$ cat config.mk
export PLATFORM = sky130hd
export DESIGN_NAME = escape_byte_unstuffer_core
export DESIGN_NICKNAME = d
export VERILOG_FILES = /design/src/rtl/ebu_pkg.sv /design/src/rtl/ebu_front.sv /design/src/rtl/ebu_queue.sv /design/src/rtl/ebu_back.sv /design/src/rtl/escape_byte_unstuffer_core.sv
export SDC_FILE = /design/constraint.sdc
export NUM_CORES = 1
export LEC_CHECK = 0
export CAP_MARGIN = 40
export CORE_AREA = 5 5 99 101
export CTS_CLUSTER_SIZE = 12
export DETAILED_ROUTE_END_ITERATION = 7
export DIE_AREA = 0 0 104 106
export DONT_BUFFER_PORTS = 1
export GPL_TIMING_DRIVEN = 0
export HOLD_SLACK_MARGIN = 0.1
export PLACE_DENSITY = 0.45
export SETUP_SLACK_MARGIN = 0.3
export SYNTH_ARGS = -nofsm -noshare
export SYNTH_HDL_FRONTEND = slang
export SYNTH_HIERARCHICAL = 1
export SYNTH_SLANG_ARGS = --single-unit
$ cat constraint.sdc
create_clock -name clk -period 2.45 [get_ports clk]
set_clock_uncertainty 0.1 [all_clocks]
set_input_delay 0.49 -clock clk [delete_from_list [all_inputs] [get_ports clk]]
set_output_delay 0.49 -clock clk [all_outputs]
set_load 0.01 [all_outputs]
$ cat src/rtl/ebu_pkg.sv
// shared types and constants of the escape byte unstuffer
`default_nettype none

package ebu_pkg;

  localparam logic [7:0] ESC_BYTE    = 8'h54;
  localparam logic [7:0] ESC_CODE_55 = 8'h01;
  localparam logic [7:0] ESC_CODE_54 = 8'h02;
  localparam logic [7:0] DEC_55      = 8'h55;

  localparam logic [1:0] POS_MAX     = 2'd3;

  // one decoded step: a single byte, or a held escape byte followed by data
  typedef struct packed {
    logic       pair;
    logic [7:0] data;
    logic       last;
  } op_t;

endpackage

`default_nettype wire

$ cat src/rtl/ebu_front.sv
// front end: escape tracking, position count and step classification
`default_nettype none

module ebu_front (
  input  wire logic          clk,
  input  wire logic          rst,
  input  wire logic          valid,
  input  wire logic [7:0]    in_byte,
  input  wire logic          in_last,
  input  wire logic          q_full,
  output logic               stall,
  output logic               push,
  output ebu_pkg::op_t       op,
  output logic               esc_pending
);

  logic       pending;
  logic       pending_next;
  logic [1:0] position;
  logic [1:0] position_next;
  logic [1:0] pos_plus1;
  logic [1:0] pos_plus2;
  logic       has_result;
  logic       accept;

  function automatic logic is_len(input logic [1:0] p);
    return (p == 2'd1) || (p == 2'd2);
  endfunction

  assign stall       = q_full;
  assign accept      = valid && !q_full;
  assign push        = accept && has_result;
  assign esc_pending = pending;

  assign pos_plus1 = (position == ebu_pkg::POS_MAX) ? ebu_pkg::POS_MAX : position + 2'd1;
  assign pos_plus2 = (pos_plus1 == ebu_pkg::POS_MAX) ? ebu_pkg::POS_MAX : pos_plus1 + 2'd1;

  always_comb begin
    has_result   = 1'b1;
    pending_next = 1'b0;
    op.pair      = 1'b0;
    op.data      = in_byte;
    op.last      = in_last;
    position_next = pos_plus1;
    if (pending) begin
      if (in_byte == ebu_pkg::ESC_CODE_55) begin
        op.data = ebu_pkg::DEC_55;
      end else if (in_byte == ebu_pkg::ESC_CODE_54) begin
        op.data = ebu_pkg::ESC_BYTE;
      end else if (!is_len(pos_plus1) && in_byte == ebu_pkg::ESC_BYTE && !in_last) begin
        // held escape goes out alone, the new one is held in turn
        op.data      = ebu_pkg::ESC_BYTE;
        op.last      = 1'b0;
        pending_next = 1'b1;
      end else begin
        op.pair       = 1'b1;
        position_next = pos_plus2;
      end
    end else if (!is_len(position) && in_byte == ebu_pkg::ESC_BYTE && !in_last) begin
      has_result    = 1'b0;
      pending_next  = 1'b1;
      position_next = position;
    end
    if (in_last) begin
      pending_next  = 1'b0;
      position_next = 2'd0;
    end
  end

  always_ff @(posedge clk) begin
    if (rst) begin
      pending  <= 1'b0;
      position <= 2'd0;
    end else if (accept) begin
      pending  <= pending_next;
      position <= position_next;
    end
  end

endmodule

`default_nettype wire

$ cat src/rtl/ebu_queue.sv
// small fifo between front and back ends
`default_nettype none

module ebu_queue #(
  parameter int WIDTH = 10,
  parameter int DEPTH = 2
) (
  input  wire logic             clk,
  input  wire logic             rst,
  input  wire logic             push,
  input  wire logic [WIDTH-1:0] wr_data,
  input  wire logic             pop,
  output logic [WIDTH-1:0]      rd_data,
  output logic                  not_empty,
  output logic                  full
);

  localparam int PW = (DEPTH > 1) ? $clog2(DEPTH) : 1;
  localparam int CW = $clog2(DEPTH + 1);

  logic [WIDTH-1:0] mem [DEPTH];
  logic [PW-1:0]    wr_ptr;
  logic [PW-1:0]    rd_ptr;
  logic [CW-1:0]    count;
  logic             do_push;
  logic             do_pop;

  assign full      = (count == CW'(DEPTH));
  assign not_empty = (count != '0);
  assign do_push   = push && !full;
  assign do_pop    = pop && not_empty;
  assign rd_data   = mem[rd_ptr];

  always_ff @(posedge clk) begin
    if (do_push) begin
      mem[wr_ptr] <= wr_data;
    end
  end

  always_ff @(posedge clk) begin
    if (rst) begin
      wr_ptr <= '0;
      rd_ptr <= '0;
      count  <= '0;
    end else begin
      if (do_push) begin
        wr_ptr <= (wr_ptr == PW'(DEPTH - 1)) ? '0 : wr_ptr + 1'b1;
      end
      if (do_pop) begin
        rd_ptr <= (rd_ptr == PW'(DEPTH - 1)) ? '0 : rd_ptr + 1'b1;
      end
      if (do_push && !do_pop) begin
        count <= count + 1'b1;
      end else if (do_pop && !do_push) begin
        count <= count - 1'b1;
      end
    end
  end

endmodule

`default_nettype wire

$ cat src/rtl/ebu_back.sv
// back end: expands queued steps into output bytes
`default_nettype none

module ebu_back (
  input  wire logic          clk,
  input  wire logic          rst,
  input  wire logic          q_valid,
  input  wire ebu_pkg::op_t  q_op,
  output logic               pop,
  output logic               out_valid,
  input  wire logic          out_stall,
  output logic [7:0]         out_byte,
  output logic               out_last,
  output logic               second_pending
);

  logic       take;
  logic       pend;
  logic [7:0] pend_byte;
  logic       pend_last;

  assign take           = !out_valid || !out_stall;
  assign pop            = take && !pend && q_valid;
  assign second_pending = pend;

  always_ff @(posedge clk) begin
    if (rst) begin
      out_valid <= 1'b0;
      pend      <= 1'b0;
    end else if (take) begin
      if (pend) begin
        out_valid <= 1'b1;
        pend      <= 1'b0;
      end else if (q_valid) begin
        out_valid <= 1'b1;
        pend      <= q_op.pair;
      end else begin
        out_valid <= 1'b0;
      end
    end
  end

  always_ff @(posedge clk) begin
    if (take) begin
      if (pend) begin
        out_byte <= pend_byte;
        out_last <= pend_last;
      end else if (q_valid) begin
        if (q_op.pair) begin
          out_byte <= ebu_pkg::ESC_BYTE;
          out_last <= 1'b0;
        end else begin
          out_byte <= q_op.data;
          out_last <= q_op.last;
        end
        pend_byte <= q_op.data;
        pend_last <= q_op.last;
      end
    end
  end

endmodule

`default_nettype wire

$ cat src/rtl/escape_byte_unstuffer_core.sv
// top level of the escape byte unstuffer
// a result passes through the queue and then the output register before it shows on
//   out_valid; the second byte of a pair is held and follows once the first is taken
// throughput: one item per cycle while in_stall is low; a step that gives two bytes
//   holds the output register for both bytes, absorbed by the QUEUE_DEPTH entry queue
// reset (rst, synchronous): clears escape state, position count, queue and output
`default_nettype none

module escape_byte_unstuffer_core #(
  parameter int QUEUE_DEPTH = 2
) (
  input  wire logic       clk,
  input  wire logic       rst,
  input  wire logic       in_valid,
  output logic            in_stall,
  input  wire logic [7:0] in_byte,
  input  wire logic       in_last,
  output logic            out_valid,
  input  wire logic       out_stall,
  output logic [7:0]      out_byte,
  output logic            out_last
);

  // front to queue
  logic          f_push;
  ebu_pkg::op_t  f_op;
  logic          f_pending;

  // queue to back
  logic          q_full;
  logic          q_valid;
  logic          q_pop;
  ebu_pkg::op_t  q_op;
  logic [$bits(ebu_pkg::op_t)-1:0] q_rd;

  // back status
  logic          b_pend;

  // front: holds an escape byte until its partner arrives, tracks the
  // length-byte positions and classifies each step
  ebu_front u_front (
    .clk         (clk),
    .rst         (rst),
    .valid       (in_valid),
    .in_byte     (in_byte),
    .in_last     (in_last),
    .q_full      (q_full),
    .stall       (in_stall),
    .push        (f_push),
    .op          (f_op),
    .esc_pending (f_pending)
  );

  // decoupling queue, lets the front keep taking items during a pair
  ebu_queue #(
    .WIDTH ($bits(ebu_pkg::op_t)),
    .DEPTH (QUEUE_DEPTH)
  ) u_queue (
    .clk       (clk),
    .rst       (rst),
    .push      (f_push),
    .wr_data   (f_op),
    .pop       (q_pop),
    .rd_data   (q_rd),
    .not_empty (q_valid),
    .full      (q_full)
  );

  assign q_op = ebu_pkg::op_t'(q_rd);

  // back: output register plus a one-byte hold for the second of a pair
  ebu_back u_back (
    .clk            (clk),
    .rst            (rst),
    .q_valid        (q_valid),
    .q_op           (q_op),
    .pop            (q_pop),
    .out_valid      (out_valid),
    .out_stall      (out_stall),
    .out_byte       (out_byte),
    .out_last       (out_last),
    .second_pending (b_pend)
  );

  // a held second byte always sits behind a shown result
  assert property (@(posedge clk) disable iff (rst) b_pend |-> out_valid)
    else $error("second byte held with no result shown");

  // the first half of a pair is the escape byte and never the final one
  assert property (@(posedge clk) disable iff (rst)
    b_pend |-> (out_byte == ebu_pkg::ESC_BYTE) && !out_last)
    else $error("pair head is not a plain escape byte");

  // front never pushes into a full queue
  assert property (@(posedge clk) disable iff (rst) f_push |-> !q_full)
    else $error("queue overflow");

  // end of packet drops any held escape
  assert property (@(posedge clk) disable iff (rst)
    in_valid && !in_stall && in_last |=> !f_pending)
    else $error("escape still held after last item");

endmodule

`default_nettype wire
==> reports/qor.txt, run 1 <==
Status: completed
CP startpoint kind: register
Vias in the first global route: 1225
Design area: 2450 um^2
Overall Power: 0.00258 W
Buf/Inv on CP: 3
FF-to-FF Start: u_front/position[0]$_SDFFE_PP0P_
FMAX: 454 MHz
R2R Path End: u_queue/count[1]$_SDFFE_PP0P_
DR vias: 1233
CP Class: register to register
Slowest-stage cell, CP: dfxtp_2
Synthesized flop and latch total: 48
Critical Path AT: 2340 ps
DR WL met3: 197 um
Dominant cells by area after synthesis: edfxtp_1, dfxtp_1, mux2_2
Worst-path clk slew: 90 ps
Syn nets: 171
Fin crit share: 90.0%
Crit path required time: 2580 ps
Clock latency on the worst-skew pair: 300 ps
RSZ-0062 raised after global routing: yes
Pre-Repair DR Iteration Count: 4
Synth top area share: 53.8%
Synthesized area: 2120 um^2
Seq/Total Area, Yosys: 63.3%
Hold Path Origin: rst
WL per Instance: 14.0 um
M1 wire length: 1760 um
Worst hold path type: input port to register
DR iter-0 viols: 33
Initial core utilization: 23.7%
Number of buffers created by CTS: 5
Mean Syn Cell Area: 13.8 um^2
Hold EP: u_back/out_valid$_SDFFE_PP0P_
# IOs: 24
Clock sinks: 48
Final Worst Setup Slack: 246 ps
# setup viols final: 0
Crit-path cells: inv_2, ha_4, nor4bb_4, a31o_2, inv_2, inv_2, nor2_2, ha_4, xor2_1, or3_1, a21oi_1
FILL cells: 966
Max clock buf depth: 2
Post-synth EDFFs: 38
Synth unique cells: 45
CTS tree: done
Core Box Area: 8930 um^2
Root buffer cell: clkbuf_8
Crit Path Max Fanout: 3
Vias per cell: 4.44
Area leader, netlist: edfxtp_1
Initial antenna violation count: 0
H-tree depth: 2
Die span in x: 104 um
Critical Path Most Common Cell: inv_2
Die Footprint: 11000 um^2
Post-synth top cells: edfxtp_1, mux2_2, dfxtp_1, nor2_1, inv_1
Post-synth top flop: edfxtp_1
Dpl ws: 84.5 ps
Crit-path leading delay family: simple AND/OR/NAND/NOR gates
Worst Tran Pin Value: 732 ps
Fin crit period: 2200 ps
DRC: 0
Hold Fails Final Rpt: 0
Maximum VDD drop: 0.000306 V
Fraction of layout instances using a drive strength above 1: 34.1%
Met2 WL post-DR: 1880 um
Area grow syn2layout: 15.7%
Total Neg Setup Slack: 0 ps
Die Y: 106 um
Slew Viols, Final: 0
Cells after Synth: 154
Core Util, Final: 27.5%
Top sig layer: met4
Dpl hpwl: 2830 um
Slowest stage delay, CP: 340 ps
# hold bufs at CTS: 0
Synth warn: 6
Inserted Diodes: 0
Lkg Pwr: 0.814 nW
Cell with the most instances after synthesis: edfxtp_1
Maxcap violations: 0
Routed Antenna Nets: 0
Relative slew margins: 51.0%
IO Port Bufs: 0
Final wirelength: 3900 um
Placed instance area: 2300 um^2
Cell Pwr Density: 1050 nW/um^2
Post-synthesis async set-or-reset flop share: 0%
Nets@finish: 184
R2R depth: 11
Total track usage: 7.31%
Critical Path Sink Type: register
First-pass GRT wire length: 6420 um
Std-Cell Rows: 35
Largest net degree at the start of global routing: 15
Grt ovf: 0
Hold Path Stages: 1
Reg2Reg Setup Slack: 250 ps
GP Congestion: 0.722
-- metal layers --
metal  global-route usage [%]  vias up
met2                     11.9       31
li1                         -      597
met5                        0        -
met1                     8.95      601
met4                     2.78        0
met3                     2.43        4
-- area by class of cell --
cell class / count / area (um^2) / share of cell area (%)
Sequential cell: 48 / 1340 / 54.8
Multi-Input combinational cell: 90 / 753 / 30.7
Tap cell: 111 / 139 / 5.66
Clock buffer: 5 / 68.8 / 2.81
Buffer: 9 / 60.1 / 2.45
Timing Repair Buffer: 5 / 37.5 / 1.53
Inverter: 7 / 30.0 / 1.22
Clock inverter: 2 / 12.5 / 0.510
Timing Repair inverter: 1 / 7.51 / 0.306
-- report_power, final --
part | leakage [nW] | internal [W] | switching [W] | total (W)
Combinational | 0.333 | 0.000336 | 0.000437 | 0.000773
Clock | 0.0400 | 0.000194 | 0.000255 | 0.000448
Sequential | 0.440 | 0.00123 | 0.000126 | 0.00136
Total | 0.814 | 0.00176 | 0.000818 | 0.00258
-- registers in the layout (all words and copies together), names as in the netlist, named ones only --
name and flops:
u_back/second_pending 1, u_back/pend_last 1, u_queue/count 2, u_back/out_last 1, u_back/out_valid 1, u_front/esc_pending 1, u_queue/mem 20, u_back/out_byte 8
u_front/position 2, u_back/pend_byte 8, u_queue/rd_ptr 1, u_queue/wr_ptr 1
-- what timing repair did --
| item | CTS | global route |
|---|---|---|
| gates resized for setup | 6 | 4 |
| setup endpoints to repair | 21 | 24 |
| pin swaps | 6 | 1 |
| gates cloned | 0 | 1 |
| buffers inserted | 4 | 1 |
-- worst max path at each step --
| stage | cells after the start | to | slack [ps] | from |
|---|---|---|---|---|
| after CTS | 11 | u_queue/count[1]$_SDFFE_PP0P_ | 220 | u_front/position[0]$_SDFFE_PP0P_ |
| after global placement | 10 | u_queue/count[1]$_SDFFE_PP0P_ | 110 | u_front/position[0]$_SDFFE_PP0P_ |
| after global routing | 11 | u_queue/count[1]$_SDFFE_PP0P_ | 120 | u_front/position[0]$_SDFFE_PP0P_ |
| after detailed placement | 10 | u_queue/count[1]$_SDFFE_PP0P_ | 80 | u_front/position[0]$_SDFFE_PP0P_ |
| final | 11 | u_queue/count[1]$_SDFFE_PP0P_ | 250 | u_front/position[0]$_SDFFE_PP0P_ |
| after floorplan | 10 | u_queue/count[1]$_SDFFE_PP0P_ | 270 | u_front/position[1]$_SDFFE_PP0P_ |
-- cell families after synthesis --
logic type                 count (synthesis)  share of synthesized area, %
AOI/OAI and AO/OA                         27                          9.45
xor gates and xnor gates                   4                          1.65
adders and majority gates                  4                          2.36
buffers and inverters                     16                          4.07
DFF                                       48                          63.3
muxes                                     11                          5.84
and+or+nand+nor                           44                          13.3
-- stage by stage --
step | hold slack [ps] | instances
6_report | 151 | 278
4_1_cts | 137 | 276
2_1_floorplan | 352 | 154
3_3_place_gp | 361 | 265
5_1_grt | 123 | 278
3_5_place_dp | 384 | 265
-- cell usage in the layout, fill, tap and decap left out, types with 4 or more instances in the layout --
master / Yosys / final
edfxtp_1: 38 / 38
mux2_2: 11 / 11
nor2_1: 10 / 9
dfxtp_1: 10 / 8
a21oi_1: 6 / 6
buf_4: 1 / 6
clkbuf_8: 0 / 5
o21ai_0: 5 / 5
nand2_1: 4 / 4
inv_2: 0 / 4
clkbuf_1: 4 / 4
or3_1: 4 / 4
nand2b_1: 4 / 4
(Power assumes the default switching activity.)
==> inputs of run 2 (changes only) <==
--- a/config.mk
+++ b/config.mk
@@ -5,6 +5,7 @@
 export SDC_FILE = /design/constraint.sdc
 export NUM_CORES = 1
 export LEC_CHECK = 0
+export ABC_AREA = 1
 export CAP_MARGIN = 40
 export CORE_AREA = 5 5 99 101
 export CTS_CLUSTER_SIZE = 12
==> run 2 against run 1 <==
Synthesized area grew 1.1%. Cell count grew 13%. Count of clock-buffer cells in the layout is the same. Critical path type unchanged. Hold slack lost 9.7 ps. Power grew 1.7%. Register-to-register slack gained 130 ps. Via count grew 2.8%. Die area is the same. Clock power grew 27%. Routed wire length shrank 8.3%. Global-route usage shrank 0.45 points.
==> reports/qor.txt, run 2 <==
Final wirelength: 3570 um (was 3900 um)
WL per Instance: 11.4 um (was 14.0 um)
Mean Syn Cell Area: 11.2 um^2 (was 13.8 um^2)
# setup viols final: 0 (unchanged)
CP Depth: 9 (was 11)
Dpl hpwl: 2830 um (about the same)
# IOs: 24 (unchanged)
Critical Path End: u_queue/mem[1][7]$_DFFE_PP_ (was u_queue/count[1]$_SDFFE_PP0P_)
Placed Cells: 305 (was 265)
Worst-path clk slew: 90 ps (about the same)
Root buffer cell: clkbuf_8 (unchanged)
Critical Path Most Common Cell: inv_1 (was inv_2)
Crit Path Max Fanout: 6 (was 3)
Crit-path leading delay family: simple AND/OR/NAND/NOR gates (unchanged)
Synth Area in Adders: 2.34% (was 2.36%)
Die Footprint: 11000 um^2 (unchanged)
Die span in x: 104 um (unchanged)
Post-synthesis simple-gate area fraction: 16.0% (was 13.3%)
FMAX: 482 MHz (was 454 MHz)
Seq/Total Area, Yosys: 62.6% (was 63.3%)
Worst hold path type: input port to register (unchanged)
Buf/Inv on CP: 3 (unchanged)
CTS tree: done (unchanged)
Synthesized flop and latch total: 48 (unchanged)
Clock sinks: 48 (unchanged)
Relative slew margins: 48.8% (was 51.0%)
Worst Tran Pin Value: 769 ps (was 732 ps)
Die Y: 106 um (unchanged)
Cell with the most instances after synthesis: edfxtp_1 (unchanged)
Core Box Area: 8930 um^2 (unchanged)
FF-to-FF Start: u_front/position[1]$_SDFFE_PP0P_ (was u_front/position[0]$_SDFFE_PP0P_)
Status: completed (unchanged)
Lkg Pwr: 0.917 nW (was 0.814 nW)
Area grow syn2layout: 13.2% (was 15.7%)
Routed Antenna Nets: 0 (unchanged)
DR vias: 1268 (was 1233)
Compound-Gate Fraction of Synth Area: 6.72% (was 9.45%)
# hold bufs at CTS: 0 (unchanged)
Largest net degree at the start of global routing: 17 (was 15)
Critical Path Sink Type: register (unchanged)
DR iter-0 viols: 53 (was 33)
R2R Path End: u_queue/mem[1][7]$_DFFE_PP_ (was u_queue/count[1]$_SDFFE_PP0P_)
Fin crit period: 2070 ps (was 2200 ps)
Synth unique cells: 27 (was 45)
Synthesized area: 2140 um^2 (was 2120 um^2)
Largest family of logic cells by synthesized area: simple AND/OR/NAND/NOR gates (unchanged)
Slew Viols, Final: 0 (unchanged)
Post-synth top flop: edfxtp_1 (unchanged)
Most flops, register: u_queue/mem (unchanged)
Crit path required time: 2360 ps (was 2580 ps)
R2R depth: 9 (was 11)
First-pass GRT wire length: 5950 um (was 6420 um)
Synth Area in XOR/XNOR: 0% (was 1.65%)
Post-synth top cells: edfxtp_1, nor2_1, inv_1, nand2_1 (was edfxtp_1, mux2_2, dfxtp_1, nor2_1, inv_1)
Maximum VDD drop: 0.000289 V (was 0.000306 V)
Inserted Diodes: 0 (unchanged)
Initial core utilization: 24.0% (was 23.7%)
Post-synth EDFFs: 38 (unchanged)
CP Class: register to register (unchanged)
Slowest-stage cell, CP: nor2_1 (was dfxtp_2)
Pre-Repair DR Iteration Count: 4 (unchanged)
GP Congestion: 0.684 (was 0.722)
Dominant cells by area after synthesis: edfxtp_1, dfxtp_1, mux2_2 (unchanged)
Worst Setup SP: u_front/position[1]$_SDFFE_PP0P_ (was u_front/position[0]$_SDFFE_PP0P_)
Vias per cell: 4.05 (was 4.44)
Total Neg Setup Slack: 0 ps (unchanged)
Most common cell after layout, fill and taps aside: edfxtp_1 (unchanged)
Crit-path cells: inv_1, ha_1, nor3_2, nand3_2, nand2_2, inv_1, o21ai_2, nor2_1, buf_4 (was inv_2, ha_4, nor4bb_4, a31o_2, inv_2, inv_2, nor2_2, ha_4, xor2_1, or3_1, a21oi_1)
Std-Cell Rows: 35 (unchanged)
Critical Path AT: 1980 ps (was 2340 ps)
DRC: 0 (unchanged)
Syn nets: 208 (was 171)
Maxcap violations: 0 (unchanged)
Initial antenna violation count: 0 (unchanged)
Post-synthesis async set-or-reset flop share: 0% (unchanged)
Number of buffers created by CTS: 5 (unchanged)
H-tree depth: 2 (unchanged)
Fraction of layout instances using a drive strength above 1: 27.7% (was 34.1%)
Multiplexer area fraction after synthesis: 5.26% (was 5.84%)
Max clock buf depth: 2 (unchanged)
Most frequent cells in the layout: edfxtp_1, nor2_1, inv_1 (was edfxtp_1, mux2_2, nor2_1)
Cells after Synth: 191 (was 154)
Vias in the first global route: 1243 (was 1225)
Largest regs: u_queue/mem (20), u_back/out_byte (8), u_back/pend_byte (8) (unchanged)
RSZ-0062 raised after global routing: yes (unchanged)
Hold Fails Final Rpt: 0 (unchanged)
Area leader, netlist: edfxtp_1 (unchanged)
Synth warn: 6 (unchanged)
Post-Layout Cell Count: 313 (was 278)
Synth top area share: 53.3% (was 53.8%)
Cell Pwr Density: 1080 nW/um^2 (was 1050 nW/um^2)
Grt ovf: 0 (unchanged)
Total track usage: 6.86% (was 7.31%)
Reg2Reg Setup Slack: 380 ps (was 250 ps)
Slowest stage delay, CP: 400 ps (was 340 ps)
CP startpoint kind: register (unchanged)
IO Port Bufs: 0 (unchanged)
Clock latency on the worst-skew pair: 290 ps (was 300 ps)
Fin crit share: 84.6% (was 90.0%)
Nets@finish: 218 (was 184)
Max FFs per register: 20 (unchanged)
## run 2: per-layer routing
metal | GRT usage [%] | share of wire, % | up-vias
met1 | 7.51 | 44 | 581
met2 | 11.5 | 49 | 24
met4 | 2.22 | 0.62 | 0
met5 | 0 | 0 | -
met3 | 3.58 | 6.0 | 2
li1 | - | - | 661
## run 2: what timing repair did
action                                  in CTS  in global routing
gates resized for setup                      2                  1
hold endpoints to repair                     0                  0
setup buffers                                0                  0
endpoints found under the setup margin       9                 12
## run 2: logic make-up (layout without fill, tap and decap cells)
family,after synthesis,after routing
multiplexers,10,10
AO/OA/AOI/OAI,20,20
adder cells (fa/ha/maj),4,4
buffers and inverters,35,46
flip-flops,48,48
AND/OR/NAND/NOR,74,74
## run 2: worst min-delay path by stage
stage                                              end  depth (start not counted)                             start  slack [ps]
finish              u_back/second_pending$_SDFFE_PP0P_                          1                               rst         140
global route        u_back/second_pending$_SDFFE_PP0P_                          1                               rst         110
CTS                 u_back/second_pending$_SDFFE_PP0P_                          1                               rst         130
detailed placement    u_front/position[1]$_SDFFE_PP0P_                          2  u_front/position[1]$_SDFFE_PP0P_         360
global placement      u_front/position[1]$_SDFFE_PP0P_                          2  u_front/position[1]$_SDFFE_PP0P_         360
floorplan             u_front/position[1]$_SDFFE_PP0P_                          2  u_front/position[1]$_SDFFE_PP0P_         350
## run 2: cell type report
class	count	area [um^2]
fill	958	6510
sequential	48	1340
multi-input combinational	108	657
tap	111	139
inverter	27	101
clock buffer	5	68.8
buffer	8	50.0
clock inverter	3	46.3
timing repair buffer	3	20.0
## run 2: power by group
part	total [W]	internal [W]	switching, W	leakage, nW
Sequential	0.00137	0.00124	0.000127	0.440
Clock	0.000570	0.000307	0.000263	0.0548
Combinational	0.000684	0.000276	0.000409	0.422
Total	0.00262	0.00183	0.000798	0.917
## run 2: through the flow
step | cell area, um^2 | power (W) | worst slack (ps) | hold slack (ps) | util, %
3_3_place_gp | 2280 | 0.00206 | 163 | 361 | 25.5
6_report | 2420 | 0.00262 | 376 | 142 | 27.1
5_1_grt | 2420 | 0.00281 | 231 | 111 | 27.1
4_1_cts | 2420 | 0.00267 | 305 | 128 | 27.1
3_5_place_dp | 2300 | 0.00209 | 288 | 364 | 25.8
2_1_floorplan | 2140 | 0.00192 | 490 | 350 | -
## run 2: worst reg2reg max path, delay by kind of cell (launching register included)
kind / cells / cell delay [ps]
simple gates: 4 / 600
buf+inv: 3 / 390
fa+ha+maj: 1 / 290
flops: 1 / 330
compound gates: 1 / 80
